==> src/design/hvs_pkg.sv <==
package hvs_pkg;

  localparam int MAX_STATES      = 4;
  localparam int MAX_SYMBOLS     = 3;
  localparam int DEF_NUM_STATES  = 4;
  localparam int DEF_NUM_SYMBOLS = 3;
  localparam int PW              = 16;
  localparam int REG_W           = 64;
  localparam int IDX_W           = 3;
  localparam logic [PW-1:0] ONE_Q15 = 16'h8000;

  localparam logic [IDX_W-1:0] REG_TRANS0 = 3'd0;
  localparam logic [IDX_W-1:0] REG_TRANS1 = 3'd1;
  localparam logic [IDX_W-1:0] REG_TRANS2 = 3'd2;
  localparam logic [IDX_W-1:0] REG_TRANS3 = 3'd3;
  localparam logic [IDX_W-1:0] REG_EMIT0  = 3'd4;
  localparam logic [IDX_W-1:0] REG_EMIT1  = 3'd5;
  localparam logic [IDX_W-1:0] REG_EMIT2  = 3'd6;
  localparam logic [IDX_W-1:0] REG_PRIOR  = 3'd7;

  // commands from controller to datapath
  typedef struct packed {
    logic       load;      // capture input item
    logic       prod;      // compute product for state i, pred j (prior times emission on a first item)
    logic       emul;      // multiply running max of state i by emission
    logic       div_start; // start divide for state i
    logic       div_step;  // one quotient bit
    logic       div_store; // store quotient of state i
    logic       finish;    // compute best, drive output
    logic [1:0] i;
    logic [1:0] j;
  } hvs_cmd_t;

  typedef struct packed {
    logic first;
    logic no_path;
  } hvs_sts_t;

  function automatic logic [PW-1:0] sat_lane(logic [REG_W-1:0] r, logic [1:0] k);
    logic [PW-1:0] v;
    v = r[16*k +: 16];
    return (v > ONE_Q15) ? ONE_Q15 : v;
  endfunction

endpackage

==> src/design/hmm_viterbi_step.sv <==
// One scaled Viterbi step of a four-state HMM in Q1.15. A later item runs
// the product sweep (one shared 16x16 multiply a cycle: sixteen
// state/predecessor products and four emission products) and then, state by
// state, the restoring divider that scales the scores; a first item does
// the four prior products and skips the divider, and a zero sum, checked at
// the divider's start, skips it as well. One item
// is in flight at a time, and the result is held until taken.
module hmm_viterbi_step
  import hvs_pkg::*;
#(
  parameter int NUM_STATES  = DEF_NUM_STATES,
  parameter int NUM_SYMBOLS = DEF_NUM_SYMBOLS
) (
  input  logic             clk,
  input  logic             rst_n,
  input  logic             cfg_we,
  input  logic [IDX_W-1:0] cfg_index,
  input  logic [REG_W-1:0] cfg_data,
  input  logic             in_valid,
  output logic             in_ready,
  input  logic             in_first,
  input  logic [1:0]       in_symbol,
  output logic             out_valid,
  input  logic             out_ready,
  output logic [PW-1:0]    out_score_0,
  output logic [PW-1:0]    out_score_1,
  output logic [PW-1:0]    out_score_2,
  output logic [PW-1:0]    out_score_3,
  output logic [1:0]       out_back_0,
  output logic [1:0]       out_back_1,
  output logic [1:0]       out_back_2,
  output logic [1:0]       out_back_3,
  output logic [1:0]       out_best_state,
  output logic [1:0]       out_best_predecessor,
  output logic             out_no_path
);

  hvs_cmd_t cmd;
  hvs_sts_t sts;

  hvs_ctrl #(.NUM_STATES(NUM_STATES)) u_ctrl (
    .clk, .rst_n, .in_valid, .in_ready, .out_valid, .out_ready, .sts, .cmd
  );

  hvs_dpath #(.NUM_STATES(NUM_STATES), .NUM_SYMBOLS(NUM_SYMBOLS)) u_dpath (
    .clk, .rst_n, .cfg_we, .cfg_index, .cfg_data, .in_first, .in_symbol,
    .cmd, .sts, .out_score_0, .out_score_1, .out_score_2, .out_score_3,
    .out_back_0, .out_back_1, .out_back_2, .out_back_3, .out_best_state,
    .out_best_predecessor, .out_no_path
  );

endmodule

==> src/design/hvs_ctrl.sv <==
module hvs_ctrl
  import hvs_pkg::*;
#(
  parameter int NUM_STATES = DEF_NUM_STATES
) (
  input  logic     clk,
  input  logic     rst_n,
  input  logic     in_valid,
  output logic     in_ready,
  output logic     out_valid,
  input  logic     out_ready,
  input  hvs_sts_t sts,
  output hvs_cmd_t cmd
);

  localparam logic [1:0] LAST = 2'(NUM_STATES - 1);

  typedef enum logic [5:0] {
    S_IDLE = 6'b000001,
    S_PROD = 6'b000010,
    S_EMUL = 6'b000100,
    S_DIV  = 6'b001000,
    S_FIN  = 6'b010000,
    S_OUT  = 6'b100000
  } state_t;

  state_t     st_r, st_nxt;
  logic [1:0] i_r, i_nxt, j_r, j_nxt;
  logic [4:0] k_r, k_nxt;

  always_ff @(posedge clk) begin
    if (!rst_n) begin
      st_r <= S_IDLE;
      i_r  <= '0;
      j_r  <= '0;
      k_r  <= '0;
    end else begin
      st_r <= st_nxt;
      i_r  <= i_nxt;
      j_r  <= j_nxt;
      k_r  <= k_nxt;
    end
  end

  always_comb begin
    st_nxt = st_r;
    i_nxt  = i_r;
    j_nxt  = j_r;
    k_nxt  = k_r;
    cmd    = '0;
    cmd.i  = i_r;
    cmd.j  = j_r;
    in_ready  = 1'b0;
    out_valid = 1'b0;
    unique case (st_r)
      S_IDLE: begin
        in_ready = 1'b1;
        if (in_valid) begin
          cmd.load = 1'b1;
          i_nxt = '0;
          j_nxt = '0;
          st_nxt = S_PROD;
        end
      end
      S_PROD: begin
        cmd.prod = 1'b1;
        if (sts.first) begin
          if (i_r == LAST) begin
            i_nxt = '0;
            st_nxt = S_FIN;
          end else begin
            i_nxt = i_r + 2'd1;
          end
        end else if (j_r == LAST) begin
          j_nxt = '0;
          st_nxt = S_EMUL;
        end else begin
          j_nxt = j_r + 2'd1;
        end
      end
      S_EMUL: begin
        cmd.emul = 1'b1;
        if (i_r == LAST) begin
          i_nxt = '0;
          k_nxt = '0;
          st_nxt = S_DIV;
        end else begin
          i_nxt = i_r + 2'd1;
          st_nxt = S_PROD;
        end
      end
      S_DIV: begin
        if (k_r == 5'd0) begin
          if (sts.no_path) begin
            st_nxt = S_FIN;
          end else begin
            cmd.div_start = 1'b1;
            k_nxt = 5'd1;
          end
        end else if (k_r == 5'd16) begin
          cmd.div_store = 1'b1;
          k_nxt = '0;
          if (i_r == LAST) st_nxt = S_FIN;
          else i_nxt = i_r + 2'd1;
        end else begin
          cmd.div_step = 1'b1;
          k_nxt = k_r + 5'd1;
        end
      end
      S_FIN: begin
        cmd.finish = 1'b1;
        st_nxt = S_OUT;
      end
      S_OUT: begin
        out_valid = 1'b1;
        if (out_ready) st_nxt = S_IDLE;
      end
      default: st_nxt = S_IDLE;
    endcase
  end

endmodule

==> src/design/hvs_dpath.sv <==
module hvs_dpath
  import hvs_pkg::*;
#(
  parameter int NUM_STATES  = DEF_NUM_STATES,
  parameter int NUM_SYMBOLS = DEF_NUM_SYMBOLS
) (
  input  logic             clk,
  input  logic             rst_n,
  input  logic             cfg_we,
  input  logic [IDX_W-1:0] cfg_index,
  input  logic [REG_W-1:0] cfg_data,
  input  logic             in_first,
  input  logic [1:0]       in_symbol,
  input  hvs_cmd_t         cmd,
  output hvs_sts_t         sts,
  output logic [PW-1:0]    out_score_0,
  output logic [PW-1:0]    out_score_1,
  output logic [PW-1:0]    out_score_2,
  output logic [PW-1:0]    out_score_3,
  output logic [1:0]       out_back_0,
  output logic [1:0]       out_back_1,
  output logic [1:0]       out_back_2,
  output logic [1:0]       out_back_3,
  output logic [1:0]       out_best_state,
  output logic [1:0]       out_best_predecessor,
  output logic             out_no_path
);

  logic [REG_W-1:0] trans_r [MAX_STATES];
  logic [REG_W-1:0] emit_r  [MAX_SYMBOLS];
  logic [REG_W-1:0] prior_r;
  logic [PW-1:0]    prev_r  [MAX_STATES];
  logic [PW-1:0]    v_r     [MAX_STATES];
  logic [1:0]       back_r  [MAX_STATES];
  logic [PW-1:0]    m_r;
  logic [17:0]      sum_r;
  logic             first_r;
  logic [1:0]       sym_r;
  logic [17:0]      rem_r;
  logic [15:0]      quo_r;
  logic [1:0]       best_r;
  logic             nopath_r;

  logic [PW-1:0] emis, mul_a, mul_b, prod;
  logic [31:0]   full;
  logic [18:0]   trial;
  logic [17:0]   sum_nxt;
  logic [1:0]    best;

  always_comb begin
    emis = (sym_r < 2'(NUM_SYMBOLS) && sym_r != 2'd3) ? sat_lane(emit_r[sym_r], cmd.i) : '0;
    if (cmd.emul) begin
      mul_a = m_r;
      mul_b = emis;
    end else if (first_r) begin
      mul_a = sat_lane(prior_r, cmd.i);
      mul_b = emis;
    end else begin
      mul_a = prev_r[cmd.j];
      mul_b = sat_lane(trans_r[cmd.j], cmd.i);
    end
    full = 32'(mul_a) * 32'(mul_b);
    prod = full[30:15];
    trial = {rem_r, 1'b0} - {1'b0, sum_r};
  end

  // running max over predecessors of state i
  logic [PW-1:0] mx;
  logic [1:0]    ag;
  always_comb begin
    mx = m_r;
    ag = back_r[cmd.i];
    if (cmd.j == 2'd0 || prod > m_r) begin
      mx = prod;
      ag = cmd.j;
    end
  end

  assign sum_nxt = sum_r + 18'(prod);

  always_comb begin
    best = '0;
    for (int s = 1; s < NUM_STATES; s++)
      if (v_r[s] > v_r[best]) best = 2'(s);
  end

  always_ff @(posedge clk) begin
    if (!rst_n) begin
      for (int s = 0; s < MAX_STATES; s++) begin
        trans_r[s] <= '0;
        prev_r[s]  <= '0;
      end
      for (int s = 0; s < MAX_SYMBOLS; s++) emit_r[s] <= '0;
      prior_r <= '0;
    end else begin
      if (cfg_we) begin
        unique case (cfg_index)
          REG_TRANS0: trans_r[0] <= cfg_data;
          REG_TRANS1: trans_r[1] <= cfg_data;
          REG_TRANS2: trans_r[2] <= cfg_data;
          REG_TRANS3: trans_r[3] <= cfg_data;
          REG_EMIT0:  emit_r[0]  <= cfg_data;
          REG_EMIT1:  emit_r[1]  <= cfg_data;
          REG_EMIT2:  emit_r[2]  <= cfg_data;
          REG_PRIOR:  prior_r    <= cfg_data;
          default: ;
        endcase
      end
      if (cmd.finish)
        for (int s = 0; s < MAX_STATES; s++) prev_r[s] <= v_r[s];
    end
  end

  always_ff @(posedge clk) begin
    if (cmd.load) begin
      first_r <= in_first;
      sym_r   <= in_symbol;
      sum_r   <= '0;
      m_r     <= '0;
      for (int s = 0; s < MAX_STATES; s++) begin
        v_r[s]    <= '0;
        back_r[s] <= '0;
      end
    end
    if (cmd.prod) begin
      if (first_r) begin
        v_r[cmd.i] <= prod;
        sum_r      <= sum_nxt;
      end else begin
        m_r           <= mx;
        back_r[cmd.i] <= ag;
      end
    end
    if (cmd.emul) begin
      v_r[cmd.i] <= prod;
      sum_r      <= sum_nxt;
    end
    if (cmd.div_start) begin
      rem_r <= 18'(v_r[cmd.i]);
      quo_r <= '0;
    end
    if (cmd.div_step) begin
      if (!trial[18]) begin
        rem_r <= trial[17:0];
        quo_r <= {quo_r[14:0], 1'b1};
      end else begin
        rem_r <= {rem_r[16:0], 1'b0};
        quo_r <= {quo_r[14:0], 1'b0};
      end
    end
    if (cmd.div_store) begin
      // quotient = floor(v*32768/sum), at most 32768
      if (18'(v_r[cmd.i]) == sum_r) v_r[cmd.i] <= ONE_Q15;
      else v_r[cmd.i] <= quo_r;
    end
    if (cmd.finish) begin
      if (!first_r && sum_r == '0)
        for (int s = 0; s < MAX_STATES; s++) v_r[s] <= '0;
      best_r   <= best;
      nopath_r <= (sum_r == '0);
    end
  end

  assign sts.first   = first_r;
  assign sts.no_path = (sum_r == '0);

  assign out_score_0 = v_r[0];
  assign out_score_1 = v_r[1];
  assign out_score_2 = v_r[2];
  assign out_score_3 = v_r[3];
  assign out_back_0  = back_r[0];
  assign out_back_1  = back_r[1];
  assign out_back_2  = back_r[2];
  assign out_back_3  = back_r[3];
  assign out_best_state       = best_r;
  assign out_best_predecessor = back_r[best_r];
  assign out_no_path          = nopath_r;

  logic unused;
  assign unused = ^{full[31], full[14:0], rst_n};

endmodule

==> config.mk <==
export PLATFORM = sky130hd
export DESIGN_NAME = hmm_viterbi_step
export DESIGN_NICKNAME = d
export VERILOG_FILES = /design/src/design/hvs_pkg.sv /design/src/design/hmm_viterbi_step.sv /design/src/design/hvs_ctrl.sv /design/src/design/hvs_dpath.sv
export SDC_FILE = /design/constraint.sdc
export NUM_CORES = 2
export LEC_CHECK = 0
export BUFFER_PORTS_ARGS = -buffer_cell sky130_fd_sc_hd__buf_4
export CAP_MARGIN = 20
export CELL_PAD_IN_SITES_DETAIL_PLACEMENT = 1
export CELL_PAD_IN_SITES_GLOBAL_PLACEMENT = 1
export CORE_UTILIZATION = 36
export DETAILED_ROUTE_END_ITERATION = 8
export HOLD_SLACK_MARGIN = 0.05
export PLACE_DENSITY_LB_ADDON = 0.1
export SLEW_MARGIN = 20
export SYNTH_ARGS = -nofsm -noshare
export SYNTH_HDL_FRONTEND = slang
export SYNTH_HIERARCHICAL = 1
export SYNTH_SLANG_ARGS = --single-unit
==> constraint.sdc <==
create_clock -name clk -period 21 [get_ports clk]
set_clock_uncertainty 0.05 [all_clocks]
set_input_delay 4.2 -clock clk [delete_from_list [all_inputs] [get_ports clk]]
set_output_delay 4.2 -clock clk [all_outputs]
set_load 0.005 [all_outputs]
==> Word-level counts from Yosys, hierarchy flattened <==
Memory sizes are Yosys's and may differ from the RTL's. A register that Yosys moved wholly into a read port is not among the register bits.
Cells that the tools add are included.
{ "totals": {"reg_bits": 153, "mem_bits_rw": 584, "in_bits": 75, "output_inout_bits": 79, "elab_cells": 252, "n_memories": 5} }
{ "mem_list": {"columns": ["name", "words", "word_bits", "read_ports", "rd_clocked_by_memory_dff", "wr", "line_no", "rtl"], "rows": [
  ["u_dpath.trans_r", 4, 64, 1, 1, 4, "hvs_dpath.sv:29", "logic [REG_W-1:0] trans_r [MAX_STATES];"],
  ["u_dpath.emit_r", 3, 64, 1, 1, 3, "hvs_dpath.sv:30", "logic [REG_W-1:0] emit_r [MAX_SYMBOLS];"],
  ["u_dpath.prev_r", 4, 16, 1, 1, 4, "hvs_dpath.sv:32", "logic [PW-1:0] prev_r [MAX_STATES];"],
  ["u_dpath.v_r", 4, 16, 7, 1, 4, "hvs_dpath.sv:33", "logic [PW-1:0] v_r [MAX_STATES];"],
  ["u_dpath.back_r", 4, 2, 5, 1, 4, "hvs_dpath.sv:34", "logic [1:0] back_r [MAX_STATES];"]
]} }
{ "op_classes": {"add_sub_neg": 5, "multipliers": 1, "order_cmp": 8, "eq_ne": 32, "n_shift": 3, "n_mux": 147, "bitwise": 18, "n_reduce_logical": 20} }
{ "op_table": {"columns": ["operator", "n"], "rows": [
  ["64-bit two-way mux", 7],
  ["16-bit two-way mux", 26],
  ["64-bit by 7-bit variable part select with 16-bit output", 3],
  ["18-bit two-way mux", 7],
  ["1-bit two-way mux", 66],
  ["16-bit > comparator", 4],
  ["16-bit > comparator (second input constant)", 3],
  ["6-bit two-way mux", 8],
  ["2-bit two-way mux", 23],
  ["6-bit case mux with 6 select lines", 1],
  ["16-bit by 16-bit multiplier with 31-bit output", 1],
  ["5-bit two-way mux", 4],
  ["19-bit by 18-bit subtractor with 19-bit output", 1],
  ["18-bit by 16-bit adder with 18-bit output", 1],
  ["16-bit by 18-bit == test with 1-bit output", 1],
  ["18-bit zero test", 1],
  ["1-bit OR", 18],
  ["16-bit OR reduction", 1],
  ["3-bit == test (second input constant)", 4],
  ["2-bit != test (second input constant)", 6],
  ["5-bit case mux with 2 select lines", 1],
  ["3-bit by 1-bit != test with 1-bit output (second input constant)", 3],
  ["2-bit case mux with 4 select lines", 1],
  ["3-bit by 2-bit == test with 1-bit output (second input constant)", 2],
  ["31 further kinds", 41]
]} }

==> Longest topological paths before layout <==
{ "logic_depth": {"depth_word": 13, "ltp_mapped": 51, "ltp_nobuf": 44} }

==> Hierarchy <==
The synthesis kept the hierarchy.
{ "by_module_without_submodules": {"columns": ["mod", "instances", "cells_per_inst", "area_per_inst_um2", "seq_area_each_um2"], "rows": [
  ["hvs_dpath", 1, 3575, 43400.4, 20940.1],
  ["hvs_ctrl", 1, 121, 974.7, 300.3]
]} }

==> Worst setup path after synthesis <==
OpenSTA, ideal clock, no wires.
{ "synth_path": {"path_type": "reg-to-reg", "startpoint": "register u_ctrl.i_r[0]", "endpoint": "register u_dpath.m_r[0], enable pin", "setup_time_ns": 0.419, "t_arrival_ns": 10.579, "required_ns": 20.531, "setup_slack_ns": 9.952, "stages_incl_launch_ff": 45, "path_buffers": 4, "period_less_slack_ns": 11.048, "cell_sequence": "dfxtp_1 -> buf_2 -> buf_2 -> buf_2 -> buf_4 -> mux4_2 -> nor4_1 -> nand4_1 -> a21oi_2 -> a22o_1 -> nor2_1 -> a21oi_1 -> nand2_1 -> fa_1 -> fa_1 -> fa_1 -> inv_1 -> fa_1 -> (+9 left out) -> a21oi_1 -> nor2_1 -> a21oi_1 -> a31oi_1 -> a31o_2 -> a21oi_1 -> xnor2_2 -> ha_1 -> a21o_1 -> a21oi_1 -> nor2b_1 -> o21ai_0 -> nand2b_1 -> a21oi_1 -> a21boi_0 -> o21a_1 -> o21ai_0 -> nand3_1"} }
{ "synth_between": {"elab_chain_len": 10, "word_cells_on_any_way": 18, "cone_classes": "1 x mul; 4 x order compare; 1 x eq/ne; 3 x shift; 8 x mux; 1 x reduce/logical"} }
{ "synth_lines": {"columns": ["item", "line_no", "rtl"], "rows": [
  ["start, declared", "hvs_ctrl.sv:28", "logic [1:0] i_r, i_nxt, j_r, j_nxt;"],
  ["start signal, assigned", "hvs_ctrl.sv:39", "i_r <= i_nxt;"],
  ["64-bit by 7-bit variable part select with 16-bit output", "hvs_pkg.sv:41", "v = r[16*k +: 16];"],
  ["16-bit > comparator", "hvs_pkg.sv:42", "return (v > ONE_Q15) ? ONE_Q15 : v;"],
  ["16-bit two-way mux", "hvs_pkg.sv:42", null],
  ["16-bit two-way mux", "hvs_dpath.sv:51", "emis = (sym_r < 2'(NUM_SYMBOLS) && sym_r != 2'd3) ? sat_lane(emit_r[sym_r], cmd.i) : '0;"],
  ["16-bit two-way mux", "hvs_dpath.sv:55", "end else if (first_r) begin"],
  ["16-bit two-way mux", "hvs_dpath.sv:52", "if (cmd.emul) begin"],
  ["16-bit by 16-bit multiplier with 31-bit output (*)", "hvs_dpath.sv:62", "full = 32'(mul_a) * 32'(mul_b);"],
  ["16-bit > comparator (*)", "hvs_dpath.sv:73", "if (cmd.j == 2'd0 || prod > m_r) begin"],
  ["1-bit logical OR (*)", "hvs_dpath.sv:73", null],
  ["3-bit by 1-bit != test with 1-bit output (no line) (*)", null, null],
  ["end signal, assigned", "hvs_dpath.sv:130", "m_r <= mx;"],
  ["end, declared", "hvs_dpath.sv:35", "logic [PW-1:0] m_r;"]
]} }
Every way passes the cells marked *; elsewhere a longest branch is shown, timed or not.
A chain may end at the register's enable or synchronous reset.

==> flow_metrics.tcl <==
set metrics [dict create \
    drv_slew 0 \
    clock_latency_ns 0.68 \
    cp_num_buf_inv 6 \
    syn_avg_cell_area_um2 12.0 \
    leakagePower_nw 19.8 \
    mostFrequentLayoutCell "edfxtp_1" \
    ir_drop_mv 0.0563 \
    die-area_um2 125000 \
    crit_type "reg2reg" \
    port_buffers 153 \
    via_per_inst 5.42 \
    end_kind "flip-flop" \
    clock_sinks 741 \
    r2r_end "u_dpath/m_r[10]" \
    vias 29971 \
    drc 0 \
    wirelength_mm 150 \
    period_needed_ns 13.70 \
    ys_ff_latch 741 \
    holdBufCountCts 0 \
    die_w_um 353 \
    seqPwrFrac_pct 35.7 \
    route.detailed.wl_per_inst_um 27.1 \
    antenna_found_initial 11 \
    power_frac_comb_pct 35.5 \
    yosysWarnings 6 \
    drtAntennaViolNets 0 \
    overflow 0 \
    netlist_area_um2 44400 \
    synth_cell_types 84 \
    hold_path.class "reg2reg" \
    place.gp.congestion 0.829 \
    drt_iter0_markers 2300 \
    final_cell_mix "640 x edfxtp_1, 343 x and2_1, 326 x inv_1, 304 x nand2_1, 247 x nor2_1" \
    async_flop_share_pct 0 \
    power.switching_mw 1.89 \
    maxSlewHeadroom_pct 20.1 \
    whs_path_depth 2 \
    core_area_um2 122000 \
    cts_tree "built" \
    cpMaxStageDelayCell "buf_4" \
    final_cells 5532 \
    swShare_pct 36.5 \
    fin_setup_tns_ns 0 \
    arrival_ns 13.81 \
    synth_top_area_share_pct 43.3 \
    yosys.area.top_type "edfxtp_1" \
    r2r_slack_ns 7.30 \
    synth_flop_cell "edfxtp_1" \
    clk_pin_slew_ns 0.06 \
    reg2reg_depth 45 \
    tightest_slew_ns 1.17 \
    cp.required_ns 21.11 \
    grt_max_degree 76 \
    crit_path_max_incr_delay_ns 0.80 \
    setup_viol 0 \
    path_delay_family "compound AO/OA/AOI/OAI gates" \
    cts_root_buf "clkbuf_16" \
    drv_cap 0 \
    num_rows 128 \
    initial_core_util_pct 36.4 \
    fmax_mhz 73.0 \
    crit_top_cell "fa_1" \
    p_int_mw 3.28 \
    nFillCells 12947 \
    dp.cells 5371 \
    hold_viol_final 0 \
    multiInputGateArea_um2 21300 \
    cp-start-kind "flip-flop" \
    fin_crit_sh_pct 65.2 \
    synth-seq-area-share_pct 47.9 \
    syn_nets 4165 \
    grt_pass1_wl_mm 220 \
    worst-path-max-fanout 41 \
    power_mw 5.17 \
    synth_area_leaders "edfxtp_1 43%, fa_1 8.8%, mux4_2 7.1%, ha_1 5.6%, and2_1 4.8%" \
    nNetsFinal 4301 \
    dp_hpwl_mm 106 \
    whs_endpoint "u_dpath/prior_r[41]" \
    htree_num_levels 3 \
    power_density_nw_per_um2 103 \
    drtPass1Iterations 6 \
    clockBufferDepth 3 \
    grt.total_usage_pct 24.1 \
    seq_area_um2 21300 \
    drive_above_1_share_pct 16.5 \
    cts_setup_buffers 0 \
    ctsResizeCount 0 \
    area_growth_pct 13.6 \
    synth_edf_count 640 \
    min-delay-start "u_dpath/prior_r[41]" \
    rsz0062_at_grt "no" \
    grt_pass1_vias 31548 \
    status "finished clean" \
    io_pins 154 \
    dieHeight_um 353 \
    r2r_start "u_ctrl/j_r[0]" \
    clock_power_share_pct 28.8 \
    synthCells 3696 \
    numCtsBuffers 83 \
]
-- worst max path at each step --
stage | depth (start not counted) | start | end | slack [ns]
global route | 45 | u_ctrl/j_r[0] | u_dpath/m_r[10] | 6.14
detailed placement | 45 | u_ctrl/j_r[0] | u_dpath/m_r[10] | 7.16
global placement | 45 | u_ctrl/j_r[0] | u_dpath/m_r[2] | 7.29
floorplan | 44 | u_ctrl/i_r[0] | u_dpath/m_r[0] | 9.95
finish | 45 | u_ctrl/j_r[0] | u_dpath/m_r[10] | 7.30
CTS | 45 | u_ctrl/j_r[0] | u_dpath/m_r[10] | 7.10
-- through the flow --
step | cell area [µm²] | hold slack [ns] | setup slack, ns | util [%]
4_1_cts | 50400 | 0.417 | 7.10 | 41.3
3_5_place_dp | 47600 | 0.408 | 7.16 | 39.0
6_report | 50400 | 0.414 | 7.30 | 41.3
5_1_grt | 50400 | 0.437 | 6.14 | 41.3
3_3_place_gp | 47600 | 0.400 | 7.29 | 39.0
2_1_floorplan | 44400 | 0.389 | 9.95 | -
-- per-layer routing --
metal  vias to the layer above  wire length (µm)  GRT usage, %
met3                       151              8110          3.32
met1                     15710             71900          35.9
met4                         4              2870          5.36
li1                      13362                 -             -
met5                         -                34             0
met2                       744             67000          37.1
-- Yosys cell counts (11+ instances only) --
library cell  number
and3_1            73
mux4_2           139
nor2b_1           30
xor2_1            13
nor3_1            21
nand2_1          304
ha_1             200
nor2_1           253
buf_2             28
mux2_2            51
a221oi_1          16
nor4_1            17
mux2i_1           60
a22o_1            42
or2_2             30
a22oi_1           35
inv_1            326
and4_1            11
o31ai_1           24
o21ai_0           64
a31oi_1           11
edfxtp_1         640
buf_1             15
o21a_1            29
fa_1             194
xnor2_1           42
a21oi_1          106
clkbuf_1         139
dfxtp_1          101
nand4_1           19
nand3_1           39
and2_1           344
a21boi_0          72
a21o_1            29
nand2b_1          45
-- worst min-delay path: stages (launching register included) --
cell and delay, ns:
dfxtp_1 0.31, nand2_1 0.05, a21boi_0 0.06
-- registers in the layout (all words and copies together) (netlist names), 5 cells and up, named ones only --
signal and cells:
u_ctrl/k_r 5, u_dpath/rem_r 18, u_dpath/trans_r 256, u_dpath/prev_r 64, u_dpath/back_r 8, u_dpath/quo_r 16, u_ctrl/st_r 6, u_dpath/emit_r 192
u_dpath/prior_r 64, u_dpath/sum_r 18, u_dpath/v_r 64, u_dpath/m_r 16
-- layout make-up --
type	instances	share of cell area [%]
Multi-Input combinational cell	2436	42.2
Antenna cell	6	0.0298
Sequential cell	741	42.2
Timing Repair Buffer	241	3.59
Clock buffer	104	4.34
Inverter	329	2.45
Tap cell	1625	4.03
Clock inverter	50	1.15
-- power groups by stage --
stage / Combinational [mW] / Clock, mW / Sequential, mW
final: 1.84 / 1.49 / 1.85
after global routing: 2.02 / 1.58 / 1.86
after CTS: 1.84 / 1.53 / 1.85
after detailed placement: 1.82 / 0 / 1.88
after global placement: 1.82 / 0 / 1.88
after floorplan: 1.14 / 0 / 1.82
-- kinds of logic after synthesis --
| kind of cell | share of synthesized area [%] |
|---|---|
| flip-flops | 47.9 |
| AO/OA/AOI/OAI | 7.76 |
| adder cells (fa/ha/maj) | 14.4 |
| buffers and inverters | 4.57 |
| AND/OR/NAND/NOR | 14.2 |
| XOR/XNOR | 1.48 |
| multiplexers | 9.73 |
Power figures use the tool's default switching activity.
